### src/rtl/mrec_pkg.sv
// Package for the modular exponentiation cipher unit.
// Holds word width, register indexes, mode codes, command/status types.
package mrec_pkg;
	localparam int WordBits = 32;
	localparam int CntBits = $clog2(WordBits);

	typedef logic [WordBits-1:0] word_t;

	localparam logic [1:0] CfgMode = 2'd0;
	localparam logic [1:0] CfgModulus = 2'd1;
	localparam logic [1:0] CfgExponent = 2'd2;
	localparam logic [1:0] CfgPublicKey = 2'd3;

	localparam logic [1:0] ModeRsa = 2'd0;
	localparam logic [1:0] ModeEncrypt = 2'd1;
	localparam logic [1:0] ModeDecrypt = 2'd2;
	localparam logic [1:0] ModeUnused = 2'd3;

	// datapath operations
	typedef enum logic [3:0] {
		OP_NONE,
		OP_LOAD,     // capture inputs, acc = 1, n = modulus
		OP_RED_INIT, // start reduction of base or message (by sel): rem = 0, cnt = top
		OP_RED_STEP, // one restoring division bit
		OP_RED_DONE, // base = rem, or message = rem when sel is SEL_MSG
		OP_MUL_INIT, // start acc * operand, operand chosen by sel; SEL_T0 gives message * t0
		OP_MUL_STEP, // one shift-add bit
		OP_MUL_DONE, // acc = product
		OP_INV_INIT, // r0 = n, r1 = acc, t0 = 0, t1 = 1
		OP_DIV_INIT, // start r0 / r1
		OP_DIV_STEP,
		OP_INV_MUL,  // start q * t1 mod n
		OP_INV_UPD,  // rotate remainders and coefficients
		OP_FINISH    // form result
	} op_t;

	typedef enum logic [1:0] {
		SEL_ACC,
		SEL_BASE,
		SEL_MSG,
		SEL_T0
	} sel_t;

	typedef struct packed {
		op_t op;
		sel_t sel;
		logic zero_res;
		logic flag;
	} cmd_t;

	typedef struct packed {
		logic cnt_last;
		logic r1_zero;
		logic r0_one;
	} sts_t;

	typedef enum logic [4:0] {
		ST_IDLE,
		ST_RED_INIT,
		ST_RED,
		ST_RED_DONE,
		ST_EXP_SQ,
		ST_SQ_RUN,
		ST_SQ_DONE,
		ST_EXP_MUL,
		ST_MUL_RUN,
		ST_MUL_DONE,
		ST_INV_INIT,
		ST_INV_TEST,
		ST_DIV,
		ST_INV_MUL,
		ST_INV_MUL_RUN,
		ST_INV_UPD,
		ST_MSG_RED_INIT,
		ST_MSG_RED,
		ST_MSG_RED_DONE,
		ST_FIN_MUL,
		ST_FIN_RUN,
		ST_FIN_DONE,
		ST_FINISH,
		ST_OUT
	} state_t;
endpackage

### src/rtl/mrec_datapath.sv
// Datapath: shift-add modular multiplier, restoring divider, Euclid registers.
// Uses mrec_pkg; driven by mrec_ctrl commands.
module mrec_datapath (
	input  logic clk,
	input  mrec_pkg::cmd_t cmd,
	input  mrec_pkg::word_t modulus,
	input  mrec_pkg::word_t exponent,
	input  mrec_pkg::word_t public_key,
	input  logic [1:0] mode,
	input  mrec_pkg::word_t message,
	input  mrec_pkg::word_t ephemeral,
	input  logic exp_sel_tick,
	output mrec_pkg::sts_t sts,
	output logic exp_bit,
	output mrec_pkg::word_t res_word,
	output logic res_flag
);
	localparam int W = mrec_pkg::WordBits;
	localparam int C = mrec_pkg::CntBits;

	mrec_pkg::word_t n_q, e_q, msg_q, base_q, acc_q;
	mrec_pkg::word_t mop_q, mb_q, prod_q;
	mrec_pkg::word_t dnum_q, rem_q, quo_q, dden_q;
	mrec_pkg::word_t r0_q, r1_q, t0_q, t1_q;
	logic [C-1:0] cnt_q, ecnt_q;

	logic [W:0] dbl, dsum, rem_sh, gap;
	mrec_pkg::word_t dbl_r, sum_r, opnd, t2;

	// modular doubling then conditional add (x, y < n)
	always_comb begin
		dbl = {1'b0, prod_q} + {1'b0, prod_q};
		dbl_r = (dbl >= {1'b0, n_q}) ? W'(dbl - {1'b0, n_q}) : dbl[W-1:0];
		dsum = {1'b0, dbl_r} + {1'b0, mop_q};
		sum_r = (dsum >= {1'b0, n_q}) ? W'(dsum - {1'b0, n_q}) : dsum[W-1:0];
		rem_sh = {rem_q, dnum_q[W-1]};
		gap = rem_sh - {1'b0, dden_q};
		t2 = (t0_q >= prod_q) ? (t0_q - prod_q) : W'(t0_q + (n_q - prod_q));
		unique case (cmd.sel)
			mrec_pkg::SEL_ACC:  opnd = acc_q;
			mrec_pkg::SEL_BASE: opnd = base_q;
			mrec_pkg::SEL_MSG:  opnd = msg_q;
			default:            opnd = t0_q;
		endcase
	end

	// advance the datapath on each command
	always_ff @(posedge clk) begin
		case (cmd.op)
			mrec_pkg::OP_LOAD: begin
				n_q <= modulus;
				e_q <= exponent;
				msg_q <= message;
				base_q <= (mode == mrec_pkg::ModeRsa) ? message :
					(mode == mrec_pkg::ModeEncrypt) ? public_key : ephemeral;
				acc_q <= W'(1);
				ecnt_q <= C'(W - 1);
			end
			mrec_pkg::OP_RED_INIT: begin
				dnum_q <= (cmd.sel == mrec_pkg::SEL_MSG) ? msg_q : base_q;
				dden_q <= n_q;
				rem_q <= '0;
				cnt_q <= C'(W - 1);
			end
			mrec_pkg::OP_DIV_INIT: begin
				dnum_q <= r0_q;
				dden_q <= r1_q;
				rem_q <= '0;
				cnt_q <= C'(W - 1);
			end
			mrec_pkg::OP_RED_STEP, mrec_pkg::OP_DIV_STEP: begin
				if (gap[W] == 1'b0) begin
					rem_q <= gap[W-1:0];
					quo_q <= {quo_q[W-2:0], 1'b1};
				end else begin
					rem_q <= rem_sh[W-1:0];
					quo_q <= {quo_q[W-2:0], 1'b0};
				end
				dnum_q <= {dnum_q[W-2:0], 1'b0};
				cnt_q <= cnt_q - C'(1);
			end
			mrec_pkg::OP_RED_DONE: begin
				if (cmd.sel == mrec_pkg::SEL_MSG)
					msg_q <= rem_q;
				else
					base_q <= rem_q;
			end
			mrec_pkg::OP_MUL_INIT: begin
				// finishing with the inverse multiplies the message by t0
				mop_q <= (cmd.sel == mrec_pkg::SEL_T0) ? msg_q : acc_q;
				mb_q <= opnd;
				prod_q <= '0;
				cnt_q <= C'(W - 1);
			end
			mrec_pkg::OP_INV_MUL: begin
				// q reduced mod n: q < n always holds after the first step; reduce anyway
				mop_q <= t1_q;
				mb_q <= (quo_q >= n_q) ? quo_q - n_q : quo_q;
				prod_q <= '0;
				cnt_q <= C'(W - 1);
			end
			mrec_pkg::OP_MUL_STEP: begin
				prod_q <= mb_q[W-1] ? sum_r : dbl_r;
				mb_q <= {mb_q[W-2:0], 1'b0};
				cnt_q <= cnt_q - C'(1);
			end
			mrec_pkg::OP_MUL_DONE: acc_q <= prod_q;
			mrec_pkg::OP_INV_INIT: begin
				r0_q <= n_q;
				r1_q <= acc_q;
				t0_q <= '0;
				t1_q <= W'(1);
			end
			mrec_pkg::OP_INV_UPD: begin
				r0_q <= r1_q;
				r1_q <= rem_q;
				t0_q <= t1_q;
				t1_q <= t2;
			end
			mrec_pkg::OP_FINISH: begin
				res_word <= cmd.zero_res ? '0 : acc_q;
				res_flag <= cmd.flag;
			end
			default: ;
		endcase
		if (exp_sel_tick)
			ecnt_q <= ecnt_q - C'(1);
	end

	// status back to the controller
	assign sts.cnt_last = (cnt_q == '0);
	assign sts.r1_zero = (r1_q == '0);
	assign sts.r0_one = (r0_q == W'(1));
	assign exp_bit = e_q[ecnt_q];
endmodule

### src/rtl/mrec_ctrl.sv
// Controller: sequences reduction, square-and-multiply, inverse and final multiply.
// Uses mrec_pkg; commands mrec_datapath.
module mrec_ctrl (
	input  logic clk,
	input  logic arst_n,
	input  logic in_valid,
	output logic in_ready,
	output logic out_valid,
	input  logic out_ready,
	input  logic [1:0] mode,
	input  mrec_pkg::word_t modulus,
	input  mrec_pkg::sts_t sts,
	input  logic exp_bit,
	output logic exp_sel_tick,
	output mrec_pkg::cmd_t cmd
);
	mrec_pkg::state_t state_q, state_d;
	logic [1:0] mode_q, mode_d;
	logic bad_q, bad_d;
	logic last_bit_q, last_bit_d;
	logic [mrec_pkg::CntBits-1:0] bits_q, bits_d;

	// hold state
	always_ff @(posedge clk or negedge arst_n) begin
		if (!arst_n) begin
			state_q <= mrec_pkg::ST_IDLE;
			mode_q <= '0;
			bad_q <= 1'b0;
			last_bit_q <= 1'b0;
			bits_q <= '0;
		end else begin
			state_q <= state_d;
			mode_q <= mode_d;
			bad_q <= bad_d;
			last_bit_q <= last_bit_d;
			bits_q <= bits_d;
		end
	end

	// next state and commands
	always_comb begin
		state_d = state_q;
		mode_d = mode_q;
		bad_d = bad_q;
		last_bit_d = last_bit_q;
		bits_d = bits_q;
		cmd = '{op: mrec_pkg::OP_NONE, sel: mrec_pkg::SEL_BASE, zero_res: 1'b0, flag: 1'b0};
		in_ready = 1'b0;
		out_valid = 1'b0;
		exp_sel_tick = 1'b0;
		unique case (state_q)
			mrec_pkg::ST_IDLE: begin
				in_ready = 1'b1;
				if (in_valid) begin
					cmd.op = mrec_pkg::OP_LOAD;
					mode_d = mode;
					bad_d = (modulus < mrec_pkg::WordBits'(2)) ||
						(mode == mrec_pkg::ModeUnused);
					state_d = mrec_pkg::ST_RED_INIT;
				end
			end
			mrec_pkg::ST_RED_INIT: begin
				cmd.op = mrec_pkg::OP_RED_INIT;
				state_d = bad_q ? mrec_pkg::ST_FINISH : mrec_pkg::ST_RED;
			end
			mrec_pkg::ST_RED: begin
				cmd.op = mrec_pkg::OP_RED_STEP;
				if (sts.cnt_last) state_d = mrec_pkg::ST_RED_DONE;
			end
			mrec_pkg::ST_RED_DONE: begin
				cmd.op = mrec_pkg::OP_RED_DONE;
				bits_d = mrec_pkg::CntBits'(mrec_pkg::WordBits - 1);
				state_d = mrec_pkg::ST_EXP_SQ;
			end
			mrec_pkg::ST_EXP_SQ: begin
				cmd.op = mrec_pkg::OP_MUL_INIT;
				cmd.sel = mrec_pkg::SEL_ACC;
				state_d = mrec_pkg::ST_SQ_RUN;
			end
			mrec_pkg::ST_SQ_RUN: begin
				cmd.op = mrec_pkg::OP_MUL_STEP;
				if (sts.cnt_last) state_d = mrec_pkg::ST_SQ_DONE;
			end
			mrec_pkg::ST_SQ_DONE: begin
				cmd.op = mrec_pkg::OP_MUL_DONE;
				last_bit_d = (bits_q == '0);
				if (exp_bit) state_d = mrec_pkg::ST_EXP_MUL;
				else begin
					exp_sel_tick = 1'b1;
					bits_d = bits_q - 1'b1;
					state_d = (bits_q == '0) ? mrec_pkg::ST_INV_INIT : mrec_pkg::ST_EXP_SQ;
				end
			end
			mrec_pkg::ST_EXP_MUL: begin
				cmd.op = mrec_pkg::OP_MUL_INIT;
				cmd.sel = mrec_pkg::SEL_BASE;
				state_d = mrec_pkg::ST_MUL_RUN;
			end
			mrec_pkg::ST_MUL_RUN: begin
				cmd.op = mrec_pkg::OP_MUL_STEP;
				if (sts.cnt_last) state_d = mrec_pkg::ST_MUL_DONE;
			end
			mrec_pkg::ST_MUL_DONE: begin
				cmd.op = mrec_pkg::OP_MUL_DONE;
				exp_sel_tick = 1'b1;
				bits_d = bits_q - 1'b1;
				state_d = last_bit_q ? mrec_pkg::ST_INV_INIT : mrec_pkg::ST_EXP_SQ;
			end
			mrec_pkg::ST_INV_INIT: begin
				// power done: rsa finishes, encrypt multiplies, decrypt inverts
				if (mode_q == mrec_pkg::ModeRsa) state_d = mrec_pkg::ST_FINISH;
				else if (mode_q == mrec_pkg::ModeEncrypt) state_d = mrec_pkg::ST_MSG_RED_INIT;
				else begin
					cmd.op = mrec_pkg::OP_INV_INIT;
					state_d = mrec_pkg::ST_INV_TEST;
				end
			end
			mrec_pkg::ST_INV_TEST: begin
				if (sts.r1_zero) begin
					if (sts.r0_one) state_d = mrec_pkg::ST_MSG_RED_INIT;
					else begin
						bad_d = 1'b1;
						state_d = mrec_pkg::ST_FINISH;
					end
				end else begin
					cmd.op = mrec_pkg::OP_DIV_INIT;
					state_d = mrec_pkg::ST_DIV;
				end
			end
			mrec_pkg::ST_DIV: begin
				cmd.op = mrec_pkg::OP_DIV_STEP;
				if (sts.cnt_last) state_d = mrec_pkg::ST_INV_MUL;
			end
			mrec_pkg::ST_INV_MUL: begin
				cmd.op = mrec_pkg::OP_INV_MUL;
				state_d = mrec_pkg::ST_INV_MUL_RUN;
			end
			mrec_pkg::ST_INV_MUL_RUN: begin
				cmd.op = mrec_pkg::OP_MUL_STEP;
				if (sts.cnt_last) state_d = mrec_pkg::ST_INV_UPD;
			end
			mrec_pkg::ST_INV_UPD: begin
				cmd.op = mrec_pkg::OP_INV_UPD;
				state_d = mrec_pkg::ST_INV_TEST;
			end
			mrec_pkg::ST_MSG_RED_INIT: begin
				cmd.op = mrec_pkg::OP_RED_INIT;
				cmd.sel = mrec_pkg::SEL_MSG;
				state_d = mrec_pkg::ST_MSG_RED;
			end
			mrec_pkg::ST_MSG_RED: begin
				cmd.op = mrec_pkg::OP_RED_STEP;
				cmd.sel = mrec_pkg::SEL_MSG;
				if (sts.cnt_last) state_d = mrec_pkg::ST_MSG_RED_DONE;
			end
			mrec_pkg::ST_MSG_RED_DONE: begin
				cmd.op = mrec_pkg::OP_RED_DONE;
				cmd.sel = mrec_pkg::SEL_MSG;
				state_d = mrec_pkg::ST_FIN_MUL;
			end
			mrec_pkg::ST_FIN_MUL: begin
				// decrypt multiplies by t0 (the inverse), encrypt by the message
				cmd.op = mrec_pkg::OP_MUL_INIT;
				cmd.sel = (mode_q == mrec_pkg::ModeDecrypt) ? mrec_pkg::SEL_T0 :
					mrec_pkg::SEL_MSG;
				state_d = mrec_pkg::ST_FIN_RUN;
			end
			mrec_pkg::ST_FIN_RUN: begin
				cmd.op = mrec_pkg::OP_MUL_STEP;
				if (sts.cnt_last) state_d = mrec_pkg::ST_FIN_DONE;
			end
			mrec_pkg::ST_FIN_DONE: begin
				cmd.op = mrec_pkg::OP_MUL_DONE;
				state_d = mrec_pkg::ST_FINISH;
			end
			mrec_pkg::ST_FINISH: begin
				// flag only a decrypt secret without inverse, not a small modulus
				cmd.op = mrec_pkg::OP_FINISH;
				cmd.zero_res = bad_q;
				cmd.flag = bad_q && (mode_q == mrec_pkg::ModeDecrypt) &&
					(modulus >= mrec_pkg::WordBits'(2));
				state_d = mrec_pkg::ST_OUT;
			end
			mrec_pkg::ST_OUT: begin
				out_valid = 1'b1;
				if (out_ready) state_d = mrec_pkg::ST_IDLE;
			end
			default: state_d = mrec_pkg::ST_IDLE;
		endcase
	end
endmodule

### src/rtl/modexp_rsa_elgamal_cipher_unit.sv
// Top level of the modular exponentiation cipher unit (RSA, ElGamal).
// Depends on mrec_pkg, mrec_ctrl and mrec_datapath.
//
// Usage:
//   Configuration: cfg_valid/cfg_ready with cfg_index (0 mode, 1 modulus,
//   2 exponent, 3 public_key) and cfg_data. cfg_ready is always high; write
//   only while the unit is idle. All four indexes are used.
//   Input: in_valid/in_ready with message and ephemeral. One request at a
//   time; in_ready is high only while idle.
//   Output: out_valid/out_ready with result and no_inverse. The result is
//   held until taken; a stalled receiver holds the unit.
//   Sequence: accept and reduce the base, then square for each of the 32
//   exponent bits and multiply for each set bit; finish and present (RSA).
//   Encrypt adds a message reduction and multiply; decrypt adds a divide
//   and multiply per Euclid step (up to about 46 steps), then the same.
//   Modulus below two or mode 3 skips to finish. Rate is set by the single
//   shift-add multiplier and shared divider, one bit per cycle.
//   Reset clears the registers to mode 0, modulus 2, exponent 1,
//   public_key 0 and returns the unit to idle with no output pending.
module modexp_rsa_elgamal_cipher_unit (
	input  logic clk,
	input  logic arst_n,
	input  logic cfg_valid,
	output logic cfg_ready,
	input  logic [1:0] cfg_index,
	input  logic [31:0] cfg_data,
	input  logic in_valid,
	output logic in_ready,
	input  logic [31:0] message,
	input  logic [31:0] ephemeral,
	output logic out_valid,
	input  logic out_ready,
	output logic [31:0] result,
	output logic no_inverse
);
	logic [1:0] mode_q;
	mrec_pkg::word_t modulus_q, exponent_q, public_key_q;
	mrec_pkg::cmd_t cmd;
	mrec_pkg::sts_t sts;
	logic exp_bit, exp_sel_tick;

	assign cfg_ready = 1'b1;

	// write configuration registers
	always_ff @(posedge clk or negedge arst_n) begin
		if (!arst_n) begin
			mode_q <= mrec_pkg::ModeRsa;
			modulus_q <= 32'd2;
			exponent_q <= 32'd1;
			public_key_q <= '0;
		end else if (cfg_valid) begin
			unique case (cfg_index)
				mrec_pkg::CfgMode:      mode_q <= cfg_data[1:0];
				mrec_pkg::CfgModulus:   modulus_q <= cfg_data;
				mrec_pkg::CfgExponent:  exponent_q <= cfg_data;
				mrec_pkg::CfgPublicKey: public_key_q <= cfg_data;
				default: ;
			endcase
		end
	end

	mrec_ctrl u_ctrl (
		.clk(clk), .arst_n(arst_n),
		.in_valid(in_valid), .in_ready(in_ready),
		.out_valid(out_valid), .out_ready(out_ready),
		.mode(mode_q), .modulus(modulus_q),
		.sts(sts), .exp_bit(exp_bit), .exp_sel_tick(exp_sel_tick), .cmd(cmd)
	);

	mrec_datapath u_dp (
		.clk(clk), .cmd(cmd),
		.modulus(modulus_q), .exponent(exponent_q), .public_key(public_key_q),
		.mode(mode_q), .message(message), .ephemeral(ephemeral),
		.exp_sel_tick(exp_sel_tick),
		.sts(sts), .exp_bit(exp_bit), .res_word(result), .res_flag(no_inverse)
	);

	a_flag_zero: assert property (@(posedge clk) disable iff (!arst_n)
		out_valid && no_inverse |-> result == '0) else $error("flag with nonzero result");
	a_one_busy: assert property (@(posedge clk) disable iff (!arst_n)
		!(in_ready && out_valid)) else $error("accept while result pending");
	a_out_hold: assert property (@(posedge clk) disable iff (!arst_n)
		out_valid && !out_ready |=> out_valid && $stable(result))
		else $error("result dropped under stall");
endmodule
### config.mk
export PLATFORM = sky130hd
export DESIGN_NAME = modexp_rsa_elgamal_cipher_unit
export DESIGN_NICKNAME = d
export VERILOG_FILES = /design/src/rtl/mrec_pkg.sv /design/src/rtl/mrec_datapath.sv /design/src/rtl/mrec_ctrl.sv /design/src/rtl/modexp_rsa_elgamal_cipher_unit.sv
export SDC_FILE = /design/constraint.sdc
export NUM_CORES = 2
export LEC_CHECK = 0
export ABC_AREA = 1
export BUFFER_PORTS_ARGS = -buffer_cell sky130_fd_sc_hd__clkbuf_2
export CORE_UTILIZATION = 40
export DETAILED_ROUTE_END_ITERATION = 16
export PLACE_DENSITY = 0.67
export SLEW_MARGIN = 15
export SYNTH_ARGS = -nofsm -noshare
export SYNTH_HDL_FRONTEND = slang
export SYNTH_SLANG_ARGS = --single-unit
### constraint.sdc
create_clock -name clk -period 4.9 [get_ports clk]
set_clock_uncertainty 0.2 [all_clocks]
set_input_delay 0.735 -clock clk [delete_from_list [all_inputs] [get_ports clk]]
set_output_delay 0.735 -clock clk [all_outputs]
set_load 0.05 [all_outputs]
==> qor.yml <==
clock_tree:
  clk_pin_slew_worst_paths_ns: 0.07
  cts_buffers: 76
  cts_tree: "yes"
  cts-root-buf: "clkbuf_16"
  cts.path.max_buffers: 3
  cts.sinks: 667
  htree_levels: 3
  clk-insertion-delay-late_ns: 0.69
floorplan:
  row_count: 125
  die_h_um: 344.7
  pin_count: 139
  fp.coreArea_sq_um: 116400
  fp.dieArea_sq_um: 118800
  initial_utilization_pct: 40.38
  chipWidth_um: 344.7
flow_run:
  drv_cap: 0
drt:
  wl_per_cell_um: 23.73
  post_drt_via_cell_ratio: 5.467
  vias: 46890
  drt-initial-drc-count: 5790
  drtAntennaViolNets: 0
  firstDrtPassIters: 6
  drc: 0
  wl_um: 203600
synthesis:
  synth-edff-count: 555
  yosysWarningCount: 0
  syn-num-nets: 6731
  syn_inst: 6364
  synth_seq_area_share_pct: 41.44
  synth_cell_types: 51
  avgSynthCellArea_sq_um: 7.383
  async_reset_ff_share_pct: 16.79
  synth-main-ff-cell: "edfxtp_1"
  ys_ff_latch: 667
  netlist_area_sq_um: 46990
setup_path:
  cpPeakStageDelay_ns: 0.55
  critPathLaunchType: "flip-flop"
  worst-path-buf-inv: 8
  cp_max_fo: 7
  critPathRequiredTime_ns: 5.07
  cp-end-kind: "flip-flop"
  worstSetupPathType: "flip-flop to flip-flop"
  cp_data_arrival_time_ns: 5.84
  crit_family: "simple AND/OR/NAND/NOR gates"
  slowest_stage: "edfxtp_1"
run_status:
  outcome: "finished with violations"
  violations: "negative setup slack"
finish:
  nets: 7352
  multiInputGateArea_sq_um: 25090
  fin_cells: 8578
  seq_area_sq_um: 19470
  nFillCells: 11340
  final_layout_size_suffix_gt1_share_pct: 18.56
  areaGrowthSynthToFinish_pct: 24.57
sta:
  worst_slack_ns: -0.7670
  fin_crit_ns: 5.667
  slew_violations: 0
  rsz0062_at_grt: "yes"
  setup_viol: 32
  tightest_slew_ns: 1.311
  relSlewSlack_pct: 12.05
  finalCritPeriodShare_pct: 115.7
  fmax_mhz: 176.5
  hold_viol: 0
placement:
  routabilityCongestion: 1.074
  dpl.hpwl_um: 159900
  port_buffers: 137
  dp.cells: 8347
global_routing:
  grt_pass1_wl_um: 288800
  grt_pass1_vias: 43680
  grt_start_max_net_pins: 98
  track_usage_pct: 33.60
  antenna_found_initial: 13
  grt_overflow: 0
pwr:
  seqPwrFrac_pct: 15.4
  switchingPower_mw: 21.03
  finalPower_mw: 45.19
  vdd_drop_max_uv: 840.6
  power_density_nw_per_um2: 772.1
  p_int_mw: 24.15
  clkPwrFrac_pct: 14.1
  switching_share_pct: 46.55
  comb_power_share_pct: 70.5
  leakagePower_nw: 26.99
min_path:
  min_path_type: "input port to flip-flop"
==> power by group through the flow <==
stage / Combinational, mW / Sequential [mW] / Clock [mW]
after global placement: 26.3 / 7.05 / 0
after floorplan: 15.1 / 6.87 / 0
after CTS: 28.1 / 6.94 / 6.38
final: 31.8 / 6.97 / 6.38
after detailed placement: 26.2 / 7.04 / 0
after global routing: 34.6 / 6.96 / 6.60
==> kinds of logic after synthesis <==
kind of cell	after synthesis	share of synthesized area (%)
AO/OA/AOI/OAI	1085	12.31
XOR/XNOR	133	2.479
adder cells (fa/ha/maj)	264	7.621
buffers and inverters	1222	10.03
flip-flops	667	41.44
other	1	0.007981
AND/OR/NAND/NOR	2992	26.10
==> stage by stage <==
step                hold WS [ns]  setup TNS, ns  worst slack [ns]  utilization [%]  instance area [sq um]
floorplan                 0.2253              0          0.001325                -                  47300
global placement          0.2302         -38.52            -1.280            45.53                  52980
detailed placement        0.2327         -39.62            -1.315            45.53                  52980
CTS                      0.08833         -18.79           -0.6317            49.01                  57020
global route              0.2228         -30.35           -0.9788            50.28                  58510
finish                    0.2276         -23.27           -0.7670            50.30                  58530
==> worst reg2reg max path, delay by kind of cell, from the launching register on <==
kind | cells | cell delay, ns
compound gates | 4 | 0.57
fa+ha+maj | 3 | 0.92
buf+inv | 8 | 1.00
flops | 1 | 0.55
simple gates | 21 | 2.10
==> cells in the mapped netlist (all sizes together), types with 3 or more instances <==
| cell type | count | share of area (%) |
|---|---|---|
| and2 | 35 | 0.47 |
| fa | 37 | 1.6 |
| and3 | 3 | 0.040 |
| a21o | 15 | 0.24 |
| o211ai | 29 | 0.46 |
| buf | 80 | 0.91 |
| nor2 | 608 | 4.9 |
| a21boi | 13 | 0.21 |
| a221oi | 5 | 0.093 |
| o21ai | 581 | 6.2 |
| o221ai | 5 | 0.093 |
| xor2 | 86 | 1.6 |
| inv | 1043 | 8.3 |
| ha | 227 | 6.0 |
| edfxtp | 555 | 35 |
| nand3b | 28 | 0.45 |
| dfrtp | 110 | 5.9 |
| xnor2 | 47 | 0.88 |
| nor3 | 50 | 0.53 |
| a21oi | 377 | 4.0 |
| nand4 | 45 | 0.60 |
| a31oi | 12 | 0.17 |
| o21a | 10 | 0.16 |
| clkbuf | 98 | 0.78 |
| nand2 | 1807 | 14 |
| nand3 | 385 | 4.2 |
| nor4 | 28 | 0.37 |
| o21bai | 32 | 0.51 |
==> per-layer routing <==
layer  global-route usage [%]  part of all wire (%)
met1                    45.80                    41
met4                    18.84                   6.4
met5                        0                 0.030
met3                    6.822                    11
met2                    49.68                    42
==> final timing paths <==
kind                       cells after the start  slack (ns)                     startpoint                      endpoint
setup / recovery                              36       -0.77  u_dp.prod_q[21]$_SDFFCE_PP0P_  u_dp.prod_q[1]$_SDFFCE_PP0P_
hold / removal                                 3        0.23                    message[10]      u_dp.msg_q[10]$_DFFE_PP_
setup reg to reg                              36       -0.77  u_dp.prod_q[21]$_SDFFCE_PP0P_  u_dp.prod_q[1]$_SDFFCE_PP0P_
hold reg to reg                                0        0.24      exponent_q[8]$_DFFE_PN0P_         u_dp.e_q[8]$_DFFE_PP_
max in group asynchronous                      3        3.06                         arst_n     exponent_q[0]$_DFFE_PN1P_
min in group asynchronous                      2        0.51                         arst_n   public_key_q[2]$_DFFE_PN0P_
==> layout by cell type (no fill, tap or decap), types with 15 or more instances in the layout <==
master | synthesis | layout
edfxtp_1 | 555 | 555
buf_4 | 14 | 547
nand3_1 | 381 | 342
and2_1 | 35 | 19
o21bai_1 | 32 | 29
nand2_2 | 9 | 110
inv_1 | 1029 | 995
nor2_2 | 13 | 37
a21o_1 | 15 | 15
nand4_1 | 45 | 45
a21oi_2 | 0 | 34
xnor2_1 | 47 | 40
a21oi_1 | 376 | 340
ha_4 | 0 | 68
dfrtp_1 | 110 | 110
nand2_4 | 1 | 23
nand2_1 | 1797 | 1671
o211ai_1 | 29 | 29
nor4_1 | 28 | 24
buf_6 | 0 | 19
ha_1 | 227 | 157
nand3b_1 | 28 | 28
o21ai_1 | 37 | 40
and2_4 | 0 | 16
fa_1 | 37 | 35
nor2_1 | 594 | 536
o21ai_0 | 540 | 532
nand3_2 | 3 | 38
inv_2 | 14 | 44
clkbuf_2 | 0 | 136
nor3_1 | 50 | 44
xor2_1 | 86 | 81
clkbuf_16 | 0 | 81
nor2_4 | 1 | 35
==> area by class of cell <==
type / instances / area share [%]
multi-input combinational: 4475 / 42.87
sequential: 667 / 33.27
timing repair buffer: 721 / 9.195
inverter: 1044 / 6.702
clock buffer: 93 / 3.480
tap: 1524 / 3.258
clock inverter: 48 / 1.197
antenna: 6 / 0.02565
==> what timing repair did <==
action	in CTS	in global routing
endpoints found under the hold margin	0	8
hold buffers	0	1
endpoints found under the setup margin	32	32
gates cloned	3	4
pin swaps	23	86
buffers inserted	41	35
gates resized for setup	204	268
(Power assumes the default switching activity.)
